$ cat src/design/xmodem_checksum_receiver_macros.svh
// Assertion macros for the XMODEM checksum receiver.
// Used by the top level only; expects aclk and aresetn in scope.
`ifndef XMODEM_CHECKSUM_RECEIVER_MACROS_SVH
`define XMODEM_CHECKSUM_RECEIVER_MACROS_SVH

`ifndef SYNTH
// Same-cycle implication, disabled while in reset
`define XCR_ASSERT_IMP(lbl, ante, cons) \
    lbl: assert property (@(posedge aclk) disable iff (!aresetn) (ante) |-> (cons)) \
        else $error("xcr assertion failed");
// Next-cycle implication, disabled while in reset
`define XCR_ASSERT_NXT(lbl, ante, cons) \
    lbl: assert property (@(posedge aclk) disable iff (!aresetn) (ante) |=> (cons)) \
        else $error("xcr assertion failed");
`else
`define XCR_ASSERT_IMP(lbl, ante, cons)
`define XCR_ASSERT_NXT(lbl, ante, cons)
`endif

`endif

$ cat src/design/xcr_pkg.sv
// Shared types and constants for the XMODEM checksum receiver.
// No dependencies; imported by every module of the block.
package xcr_pkg;

    // Sizes; both must be powers of two
    localparam int PAYLOAD_BYTES = 128;
    localparam int MEMORY_BYTES  = 1024;
    localparam int PL_AW         = $clog2(PAYLOAD_BYTES);
    localparam int MEM_AW        = $clog2(MEMORY_BYTES);
    localparam int ROWS          = MEMORY_BYTES / PAYLOAD_BYTES;
    localparam int ROW_W         = (ROWS > 1) ? $clog2(ROWS) : 1;
    localparam int POS_W         = $clog2(PAYLOAD_BYTES + 3);
    localparam int CNT_W         = PL_AW + 1;
    localparam int FIFO_DEPTH    = 4;
    localparam int FIFO_AW       = $clog2(FIFO_DEPTH);

    // Line control characters
    localparam logic [7:0] CH_SOH = 8'h01;
    localparam logic [7:0] CH_EOT = 8'h04;
    localparam logic [7:0] CH_ACK = 8'h06;
    localparam logic [7:0] CH_NAK = 8'h15;
    localparam logic [7:0] CH_CAN = 8'h18;

    // Transfer status codes
    localparam logic [2:0] STAT_IDLE      = 3'd0;
    localparam logic [2:0] STAT_RUNNING   = 3'd1;
    localparam logic [2:0] STAT_COMPLETED = 3'd2;
    localparam logic [2:0] STAT_CANCELLED = 3'd3;
    localparam logic [2:0] STAT_BAD_CMD   = 3'd4;
    localparam logic [2:0] STAT_TIMEOUTS  = 3'd5;

    // Block event codes
    localparam logic [2:0] EV_NONE     = 3'd0;
    localparam logic [2:0] EV_ACCEPTED = 3'd1;
    localparam logic [2:0] EV_DUP      = 3'd2;
    localparam logic [2:0] EV_BAD_SEQ  = 3'd3;
    localparam logic [2:0] EV_BAD_COMP = 3'd4;
    localparam logic [2:0] EV_BAD_SUM  = 3'd5;
    localparam logic [2:0] EV_TIMEOUT  = 3'd6;

    // Configuration registers
    localparam int         APB_AW           = 2;
    localparam logic [1:0] REG_MAX_TIMEOUTS = 2'd0;
    localparam logic [7:0] MAX_TIMEOUTS_RST = 8'd10;

    typedef struct packed {
        logic [1:0] operation;
        logic [7:0] rx_byte;
        logic [9:0] read_address;
    } in_item_t;

    typedef struct packed {
        logic       response_valid;
        logic [7:0] response_byte;
        logic [2:0] status;
        logic [2:0] block_event;
        logic [7:0] read_data;
    } out_item_t;

    typedef enum logic [1:0] {
        OP_BYTE    = 2'd0,
        OP_TIMEOUT = 2'd1,
        OP_START   = 2'd2,
        OP_READ    = 2'd3
    } op_kind_t;

    typedef enum logic [1:0] {
        BC_SOH   = 2'd0,
        BC_EOT   = 2'd1,
        BC_CAN   = 2'd2,
        BC_OTHER = 2'd3
    } byte_cls_t;

    // Classified command passed from front to back
    typedef struct packed {
        op_kind_t   kind;
        byte_cls_t  cls;
        logic [7:0] rx_byte;
        logic [9:0] read_address;
    } cmd_t;

    typedef struct packed {
        logic full;
        logic empty;
    } fifo_stat_t;

    typedef struct packed {
        logic copying;
        logic popping;
    } bk_stat_t;

endpackage

$ cat src/design/xcr_front.sv
// Front end: accepts input transactions and classifies them into commands.
// Depends on xcr_pkg; feeds xcr_fifo.
module xcr_front import xcr_pkg::*; (
    input  logic       s_valid,
    output logic       s_ready,
    input  in_item_t   s_data,
    input  fifo_stat_t fstat,
    output logic       push,
    output cmd_t       cmd
);

    // Accept whenever the queue has room
    assign s_ready = !fstat.full;
    assign push    = s_valid && !fstat.full;

    // Decode operation and class of the received byte
    always_comb begin
        cmd.kind         = op_kind_t'(s_data.operation);
        cmd.rx_byte      = s_data.rx_byte;
        cmd.read_address = s_data.read_address;
        case (s_data.rx_byte)
            CH_SOH:  cmd.cls = BC_SOH;
            CH_EOT:  cmd.cls = BC_EOT;
            CH_CAN:  cmd.cls = BC_CAN;
            default: cmd.cls = BC_OTHER;
        endcase
    end

endmodule

$ cat config.mk
export PLATFORM = sky130hd
export DESIGN_NAME = xcr_front
export DESIGN_NICKNAME = d
export VERILOG_FILES = /design/src/design/xmodem_checksum_receiver_macros.svh /design/src/design/xcr_pkg.sv /design/src/design/xcr_front.sv
export SDC_FILE = /design/constraint.sdc
export NUM_CORES = 1
export LEC_CHECK = 0
export ABC_AREA = 1
export ABC_CLOCK_PERIOD_IN_PS = 800
export BUFFER_PORTS_ARGS = -buffer_cell sky130_fd_sc_hd__clkbuf_2
export CAP_MARGIN = 40
export CORE_AREA = 2 2 39 41
export DETAILED_ROUTE_END_ITERATION = 8
export DIE_AREA = 0 0 41 43
export PLACE_DENSITY_LB_ADDON = 0.05
export SETUP_SLACK_MARGIN = 0.4
export SLEW_MARGIN = 25
export SYNTH_ARGS = -nofsm -noshare
export SYNTH_HDL_FRONTEND = slang
export SYNTH_SLANG_ARGS = --single-unit
$ cat constraint.sdc
create_clock -name vclk -period 0.8
set_clock_uncertainty 0.05 [all_clocks]
set_input_delay 0 -clock vclk [all_inputs]
set_output_delay 0 -clock vclk [all_outputs]
set_load 0.02 [all_outputs]
==> flow_metrics.py <==
metrics = {
    "status": {
        "status": "finished with violations",
        "failed_checks": "negative hold slack",
    },
    "finish": {
        "final_cells": 59,
        "drive_gt1_share_pct": 81.40,
        "multi_input_area_sq_um": 121.4,
        "syn_to_final_growth_pct": 34.87,
        "design.seq.count": 0,
        "nFillCells": 165,
        "seq_area_sq_um": 0,
        "diodes": 0,
        "clock_buffers": 0,
        "final_cell_area_sq_um": 329.1,
        "nets": 68,
    },
    "power_and_ir_drop": {
        "power.share.clock_pct": 0,
        "seqPwrFrac_pct": 0,
        "switching_share_pct": 54.33,
        "max-vdd-ir-drop_mv": 0.1675,
        "p_leak_nw": 0.1732,
        "power.internal_mw": 0.07247,
        "power.density_nw_per_um2": 482.2,
        "p_comb_share_pct": 100.0,
        "power_switching_mw": 0.08622,
    },
    "min_path": {
        "worst_hold_path.num_cells": 0,
        "hold_end": "cmd[7]",
        "hp-start": "s_data[7]",
        "hold_path.class": "in2out",
    },
    "grt": {
        "grt_pass1_wl_um": 731,
        "grt_max_degree": 5,
        "antenna_found_initial": 0,
        "grt_usage_pct": 5.395,
        "grt_overflow": 0,
        "first_global_vias": 168,
    },
    "timing": {
        "setup_viol": 0,
        "worst_slew_pin_slew_ns": 0.1231,
        "slew_headroom_pct": 91.77,
        "rsz0062_at_grt": "yes",
        "setup_tns_ns": 0,
        "whs_ns": -0.04999,
        "max_freq_mhz": 1434,
        "final.min_clock_period_ns": 0.6972,
        "drv_slew": 0,
        "min_period_over_period_pct": 87.16,
        "hold_viol": 12,
    },
    "routing": {
        "vias": 229,
        "drtIter0Drc": 0,
        "wl_per_cell_um": 9.237,
        "drt-vias-per-instance": 3.881,
        "firstDrtPassIters": 1,
        "drt_wl_total_um": 545,
        "drc": 0,
        "drtAntennaViolNets": 0,
    },
    "clocking": {
        "post_cts_buffers": 0,
    },
    "worst_setup_path": {
        "endpoint_kind": "output pin",
        "cp.arrival_ns": 0.65,
        "crit_start": "s_data[13]",
        "cp-start-kind": "input pin",
        "critPathMaxFanout": 4,
        "critical_path_class": "in2out",
        "required_ns": 0.75,
    },
    "synth": {
        "ys_types": 9,
        "netlist_area_sq_um": 244.0,
        "syn-num-nets": 64,
        "ys_warn_count": 0,
        "ys_seq_area_share_pct": 0,
        "avgSynthCellArea_sq_um": 5.951,
        "syn_inst": 41,
    },
    "floorplanning": {
        "start_util_pct": 17.63,
        "io-pin-count": 47,
        "fp.dieArea_sq_um": 1763,
        "rows": 14,
        "coreArea_sq_um": 1384,
        "die_h_um": 43,
        "die_w_um": 41,
    },
    "place": {
        "dpl.cell_count": 59,
        "place.gp.congestion": 0.6050,
        "io_buffer_count": 22,
        "placedInstanceArea_sq_um": 230.2,
    },
    "flow_run": {
        "maxCapViolCount": 0,
    },
}
[cell type report]
| type | instances | area share, % |
|---|---|---|
| Multi-Input combinational cell | 16 | 36.88 |
| Timing Repair Buffer | 22 | 51.33 |
| Tap cell | 16 | 6.084 |
| Inverter | 5 | 5.703 |
[power by group through the flow]
stage	Sequential, mW	Combinational (mW)	Clock [mW]
6_report	0	0.159	0
5_1_grt	0	0.173	0
4_1_cts	0	0.133	0
3_5_place_dp	0	0.118	0
3_3_place_gp	0	0.118	0
2_1_floorplan	0	0.173	0
[cells in the mapped netlist]
library cell / count / area (sq um)
buf_4: 20 / 150.1
nor2_1: 6 / 22.52
inv_1: 5 / 18.77
nand2_1: 3 / 11.26
nor2_2: 3 / 18.77
nand3_1: 1 / 5.000
nand4_1: 1 / 6.260
nor2b_1: 1 / 6.260
o21ai_1: 1 / 5.000
[cells by family after synthesis]
| family | share of synthesized area [%] |
|---|---|
| buffers and inverters | 69.23 |
| and+or+nand+nor | 28.72 |
| AOI/OAI and AO/OA | 2.049 |
[per-stage QoR]
step	setup WS [ns]	utilization [%]	total power, mW
after floorplan	0.3295	-	0.1731
after global placement	0.05740	16.64	0.1182
after detailed placement	0.04571	16.64	0.1179
after CTS	0.05301	20.25	0.1334
after global routing	0.04889	23.78	0.1735
final	0.1028	23.78	0.1587
[layer usage]
layer / global-route usage (%) / part of all wire (%) / vias to the layer above / routed length [um]
met3: 2.618 / 21 / 2 / 112
li1: - / - / 107 / -
met5: 0 / 0 / - / 0
met1: 6.329 / 32 / 101 / 175
met4: 0.6667 / 0.73 / 0 / 4
met2: 8.750 / 46 / 19 / 253
[worst max-delay path by stage]
stage | end | slack, ns | cells past startpoint
finish | cmd[19] | 0.10 | 6
global route | cmd[19] | 0.05 | 6
CTS | cmd[19] | 0.05 | 6
detailed placement | cmd[18] | 0.05 | 5
global placement | cmd[19] | 0.06 | 6
floorplan | cmd[18] | 0.33 | 3
[worst max-delay path: stages]
cell and delay, ns:
buf_8 0.10, nor2_4 0.09, nand3_2 0.08, nor2_4 0.15
o21ai_2 0.07, clkbuf_8 0.15
[cells in the final DEF, fill, tap and decap left out]
master    instances
nand2_2           1
buf_6             4
clkbuf_2         13
nor2_1            3
nand3_2           1
nor2_4            4
nand4_1           1
nor2_2            2
nand2_1           2
o21ai_2           1
buf_4             2
inv_1             2
buf_8             2
clkbuf_8          1
nor2b_4           1
inv_2             3
[repair_timing]
action	4_1_cts	5_1_grt
resized for setup	12	23
pin swaps	6	13
endpoints found under the hold margin	12	12
endpoints found under the setup margin	2	3
Note: power is estimated with default switching activity, not from simulation.
