**config.mk**
```make
export PLATFORM = sky130hd
export DESIGN_NAME = xcr_fifo
export DESIGN_NICKNAME = d
export VERILOG_FILES = /design/src/design/xmodem_checksum_receiver_macros.svh /design/src/design/xcr_pkg.sv /design/src/design/xcr_fifo.sv
export SDC_FILE = /design/constraint.sdc
export NUM_CORES = 1
export LEC_CHECK = 0
export BUFFER_PORTS_ARGS = -buffer_cell sky130_fd_sc_hd__buf_4
export CORE_MARGIN = 5
export CORE_UTILIZATION = 37
export CTS_CLUSTER_SIZE = 20
export DETAILED_ROUTE_END_ITERATION = 16
export GPL_TIMING_DRIVEN = 0
export PLACE_DENSITY_LB_ADDON = 0.2
export SETUP_SLACK_MARGIN = 0.4
export SLEW_MARGIN = 40
export SYNTH_ARGS = -nofsm -noshare
export SYNTH_HDL_FRONTEND = slang
export SYNTH_SLANG_ARGS = --single-unit
```
**constraint.sdc**
```tcl
create_clock -name aclk -period 4.9 [get_ports aclk]
set_input_delay 0.735 -clock aclk [delete_from_list [all_inputs] [get_ports aclk]]
set_output_delay 0.735 -clock aclk [all_outputs]
set_load 0.03 [all_outputs]
```
**src/design/xmodem_checksum_receiver_macros.svh**
```systemverilog
// Assertion macros for the XMODEM checksum receiver.
// Used by the top level only; expects aclk and aresetn in scope.
`ifndef XMODEM_CHECKSUM_RECEIVER_MACROS_SVH
`define XMODEM_CHECKSUM_RECEIVER_MACROS_SVH

`ifndef SYNTH
// Same-cycle implication, disabled while in reset
`define XCR_ASSERT_IMP(lbl, ante, cons) \
    lbl: assert property (@(posedge aclk) disable iff (!aresetn) (ante) |-> (cons)) \
        else $error("xcr assertion failed");
// Next-cycle implication, disabled while in reset
`define XCR_ASSERT_NXT(lbl, ante, cons) \
    lbl: assert property (@(posedge aclk) disable iff (!aresetn) (ante) |=> (cons)) \
        else $error("xcr assertion failed");
`else
`define XCR_ASSERT_IMP(lbl, ante, cons)
`define XCR_ASSERT_NXT(lbl, ante, cons)
`endif

`endif

```
**src/design/xcr_pkg.sv**
```systemverilog
// Shared types and constants for the XMODEM checksum receiver.
// No dependencies; imported by every module of the block.
package xcr_pkg;

    // Sizes; both must be powers of two
    localparam int PAYLOAD_BYTES = 128;
    localparam int MEMORY_BYTES  = 1024;
    localparam int PL_AW         = $clog2(PAYLOAD_BYTES);
    localparam int MEM_AW        = $clog2(MEMORY_BYTES);
    localparam int ROWS          = MEMORY_BYTES / PAYLOAD_BYTES;
    localparam int ROW_W         = (ROWS > 1) ? $clog2(ROWS) : 1;
    localparam int POS_W         = $clog2(PAYLOAD_BYTES + 3);
    localparam int CNT_W         = PL_AW + 1;
    localparam int FIFO_DEPTH    = 4;
    localparam int FIFO_AW       = $clog2(FIFO_DEPTH);

    // Line control characters
    localparam logic [7:0] CH_SOH = 8'h01;
    localparam logic [7:0] CH_EOT = 8'h04;
    localparam logic [7:0] CH_ACK = 8'h06;
    localparam logic [7:0] CH_NAK = 8'h15;
    localparam logic [7:0] CH_CAN = 8'h18;

    // Transfer status codes
    localparam logic [2:0] STAT_IDLE      = 3'd0;
    localparam logic [2:0] STAT_RUNNING   = 3'd1;
    localparam logic [2:0] STAT_COMPLETED = 3'd2;
    localparam logic [2:0] STAT_CANCELLED = 3'd3;
    localparam logic [2:0] STAT_BAD_CMD   = 3'd4;
    localparam logic [2:0] STAT_TIMEOUTS  = 3'd5;

    // Block event codes
    localparam logic [2:0] EV_NONE     = 3'd0;
    localparam logic [2:0] EV_ACCEPTED = 3'd1;
    localparam logic [2:0] EV_DUP      = 3'd2;
    localparam logic [2:0] EV_BAD_SEQ  = 3'd3;
    localparam logic [2:0] EV_BAD_COMP = 3'd4;
    localparam logic [2:0] EV_BAD_SUM  = 3'd5;
    localparam logic [2:0] EV_TIMEOUT  = 3'd6;

    // Configuration registers
    localparam int         APB_AW           = 2;
    localparam logic [1:0] REG_MAX_TIMEOUTS = 2'd0;
    localparam logic [7:0] MAX_TIMEOUTS_RST = 8'd10;

    typedef struct packed {
        logic [1:0] operation;
        logic [7:0] rx_byte;
        logic [9:0] read_address;
    } in_item_t;

    typedef struct packed {
        logic       response_valid;
        logic [7:0] response_byte;
        logic [2:0] status;
        logic [2:0] block_event;
        logic [7:0] read_data;
    } out_item_t;

    typedef enum logic [1:0] {
        OP_BYTE    = 2'd0,
        OP_TIMEOUT = 2'd1,
        OP_START   = 2'd2,
        OP_READ    = 2'd3
    } op_kind_t;

    typedef enum logic [1:0] {
        BC_SOH   = 2'd0,
        BC_EOT   = 2'd1,
        BC_CAN   = 2'd2,
        BC_OTHER = 2'd3
    } byte_cls_t;

    // Classified command passed from front to back
    typedef struct packed {
        op_kind_t   kind;
        byte_cls_t  cls;
        logic [7:0] rx_byte;
        logic [9:0] read_address;
    } cmd_t;

    typedef struct packed {
        logic full;
        logic empty;
    } fifo_stat_t;

    typedef struct packed {
        logic copying;
        logic popping;
    } bk_stat_t;

endpackage

```
**src/design/xcr_fifo.sv**
```systemverilog
// Short command queue between the front end and the back end.
// Depends on xcr_pkg.
module xcr_fifo import xcr_pkg::*; (
    input  logic       aclk,
    input  logic       aresetn,
    input  logic       push,
    input  cmd_t       wr_data,
    input  logic       pop,
    output cmd_t       rd_data,
    output fifo_stat_t stat
);

    cmd_t               slot_reg [FIFO_DEPTH];
    logic [FIFO_AW-1:0] wptr_reg, wptr_next;
    logic [FIFO_AW-1:0] rptr_reg, rptr_next;
    logic [FIFO_AW:0]   count_reg, count_next;
    logic               do_push, do_pop;

    assign stat.full  = (count_reg == (FIFO_AW + 1)'(FIFO_DEPTH));
    assign stat.empty = (count_reg == '0);
    assign do_push    = push && !stat.full;
    assign do_pop     = pop && !stat.empty;
    assign rd_data    = slot_reg[rptr_reg];

    // Advance pointers and occupancy
    always_comb begin
        wptr_next  = do_push ? FIFO_AW'(wptr_reg + 1'b1) : wptr_reg;
        rptr_next  = do_pop  ? FIFO_AW'(rptr_reg + 1'b1) : rptr_reg;
        count_next = count_reg;
        case ({do_push, do_pop})
            2'b10:   count_next = count_reg + 1'b1;
            2'b01:   count_next = count_reg - 1'b1;
            default: count_next = count_reg;
        endcase
    end

    always_ff @(posedge aclk) begin
        if (!aresetn) begin
            wptr_reg  <= '0;
            rptr_reg  <= '0;
            count_reg <= '0;
        end else begin
            wptr_reg  <= wptr_next;
            rptr_reg  <= rptr_next;
            count_reg <= count_next;
        end
    end

    // Store the pushed command
    always_ff @(posedge aclk) begin
        if (do_push) begin
            slot_reg[wptr_reg] <= wr_data;
        end
    end

endmodule

```
==> summary.md <==
| Metric | Value |
|---|---|
| Status | finished clean |
| Clock Tree Root | clkbuf_8 |
| CTS tree | yes |
| Net Sw Frac | slightly below 30% |
| Ports | 50 |
| Multi-input gate area | between 700 and 800 um^2 |
| Area Growth Syn to Fin | 21.1% |
| Cell taking the most area after synthesis | edfxtp_1 |
| Mapped cell area | 3670 um^2 |
| CP endpoint kind | primary output |
| DP Cell Count | 349 |
| DRC | 0 |
| Largest register FFs | 88 |
| CP bufs+invs | 2 |
| Vias per cell | 4.64 |
| MaxCap Viol Count | 0 |
| #FFs+latches synth | 97 |
| Initial core utilization | 37.7% |
| Min Tclk post-route | 2.51 ns |
| Comb pwr share | 29.3% |
| PnR worst setup slack | 2.39 ns |
| Seq pwr share | 44.5% |
| Clk sinks | a little under 100 |
| Sw power | 0.693 mW |
| Clock Skew | around 0.014 ns |
| Family with the most delay on the worst path | multiplexers |
| Die Area | approximately 12,000 um^2 |
| Post-Synthesis Net Count | 200 |
| GR Overflow Total | 0 |
| Via count | 1,694 |
| Chip height | approximately 110 um |
| H-tree levels | 3 |
| Leakage | 1.50 nW |
| Largest net degree at the start of global routing | 23 |
| Overall routing resource usage | between 10% and 20% |
| HP Class | reg -> reg |
| Antenna diode count | 0 |
| CORE AREA | 9730 um^2 |
| Final Wtd Congestion | 0.715 |
| Power per Cell Area | 525 nW/um^2 |
| Pwr Total | 2.33 mW |
| Worst-skew pair later-pin latency | 0.36 ns |
| Hold Buf Count CTS | 0 |
| Critical-path top delay cell | mux4_2 |
| Die Width | between 100 and 150 um |
| Crit start category | register |
| Actual slew at the worst max-slew pin | 0.610 ns |
| Vias in the first global route | 1,833 |
| Worst Path Arrival | 1.77 ns |
| Slew HR | approximately 60% |
| Ys Warns | 0 |
| Resize count post-CTS | 0 |
| Crit path cell chain | buf_6 -> mux4_2 -> buf_4 |
| Top cell type's share of synthesized area | 72.0% |
| Post-synthesis instance total | 168 |
| Endpoints failing setup | 0 |
| RSZ-0062 raised after global routing | false |
| Seq/Total Area, Yosys | 76.9% |
| Fin. Hold Viols | 0 |
| Standard-cell rows | 36 |
| Post-DR wirelength/cell | 16.5 um |
| Drt pass-1 iters | 4 |
| Number of fill cells | 870 |
| Slew Limit Fails | 0 |
| P_int | 1.64 mW |
| Reg clk slew, reported paths | 0.08 ns |
| Post-route ant nets | 0 |
| Average cell area after synthesis | 21.9 um^2 |
| Synth top area cells | edfxtp_1, mux4_2, dfxtp_1 |
| Detailed Route Iter0 Violations | 66 |
| Setup slack at placement | roughly 2.4 ns |
| Layout cells sized above 1 | 40.9% |
| Non-Filler Instances | 365 |
| Worst vdd ir | 0.000293 V |
| Number of port buffers | 48 |
| Max Fclk | about 400 MHz |
| Critical Path Fanout Max | 10 |
| Initial antenna violation count | 0 |
| Final nets | 259 |
| Post-CTS Setup Bufs | 0 |
| Critical Path RT | 4.16 ns |
| Global-route wire length before repair | 9530 um |
| Max incr delay on CP | ~0.54 ns |
| Clock power share | 26.2% |
| Clock buffer count from CTS | 9 |
| Register Area | 2820 um^2 |
| Number of distinct library cells after synthesis | 23 |
| Bufs on Longest Clock Path | 2 |
| CP Class | reg -> out |
| DP HPWL | around 3800 um |
| Setup TNS | 0 ns |
| Post-Route WL | 6020 um |
| Final period util | 51.2% |
## cells in the final DEF (no fill, tap or decap), types with 3 or more instances in the layout
| cell type | netlist | layout |
|---|---|---|
| ha_1 | 5 | 5 |
| nand2_1 | 7 | 7 |
| edfxtp_1 | 88 | 88 |
| o21ai_0 | 5 | 5 |
| inv_1 | 5 | 5 |
| buf_4 | 0 | 48 |
| bufinv_16 | 0 | 3 |
| dfxtp_1 | 9 | 9 |
| clkbuf_8 | 0 | 9 |
| buf_2 | 3 | 3 |
| mux4_2 | 20 | 20 |
| and2_2 | 0 | 4 |
## layout make-up
type	instances	area share, %
repair buffers	48	8.11
clock inverters	6	2.56
plain buffers	6	0.929
clock buffers	10	2.87
inverters	6	0.507
multi-input cells	59	17.8
well taps	133	3.74
flip-flops and latches	97	63.5
## per-layer routing
metal	wire [um]	global-route usage (%)	share of wire, %	up-vias
met3	240	2.52	4.0	9
met2	3220	18.6	54	31
met5	0	0	0	-
li1	-	-	-	792
met4	104	5.61	1.7	0
met1	2450	13.1	41	862
## kinds of logic (layout without fill, tap and decap cells)
group / after synthesis / in the layout / synth area share (%)
mux: 24 / 24 / 14.2
compound gates: 7 / 7 / 1.09
fa+ha+maj: 6 / 6 / 2.25
xor+xnor: 2 / 2 / 0.477
flops: 97 / 97 / 76.9
buf+inv: 12 / 76 / 1.74
simple gates: 20 / 20 / 3.34
## metrics by stage
step                      instance area [um^2]  hold WS (ns)  util [%]
final                                     4450         0.498      45.7
after global routing                      4450         0.542      45.7
after CTS                                 4450         0.505      45.7
after detailed placement                  4200         0.489      43.2
after global placement                    4200         0.472      43.2
after floorplan                           3670         0.456         -
## synth_stat cells
library cell,count
mux2i_1,2
a21boi_1,2
inv_2,1
nand4bb_1,1
and2_1,6
fa_1,1
nor3b_2,1
nand2_1,7
dfxtp_1,9
ha_1,5
buf_2,3
nor3_2,1
o21ai_0,5
xor2_1,1
buf_6,2
inv_1,5
xnor2_1,1
or3_1,2
nor2b_1,2
clkbuf_1,1
mux4_2,20
mux4_1,2
edfxtp_1,88
## power groups by stage
stage | Sequential (mW) | Clock (mW) | Combinational (mW)
finish | 1.04 | 0.610 | 0.683
global placement | 1.06 | 0 | 0.699
detailed placement | 1.06 | 0 | 0.702
global route | 1.05 | 0.661 | 0.739
CTS | 1.04 | 0.625 | 0.703
floorplan | 1.05 | 0 | 0.481
## path summary, 6_finish.rpt
| check | from | end | slack (ns) | cells past startpoint |
|---|---|---|---|---|
| max reg2reg | count_reg[2]$_SDFFE_PN0P_ | count_reg[2]$_SDFFE_PN0P_ | 2.75 | 10 |
| min reg2reg | rptr_reg[1]$_SDFFE_PN0P_ | rptr_reg[1]$_SDFFE_PN0P_ | 0.50 | 2 |
| min | rptr_reg[1]$_SDFFE_PN0P_ | rptr_reg[1]$_SDFFE_PN0P_ | 0.50 | 2 |
| max | register | rd_data[20] | 2.39 | 3 |
## worst min-delay path, cell delays in order, from the launching register on
cell	delay, ns
dfxtp_1	0.31
o21ai_0	0.07
a21boi_1	0.07
(Power assumes the default switching activity.)
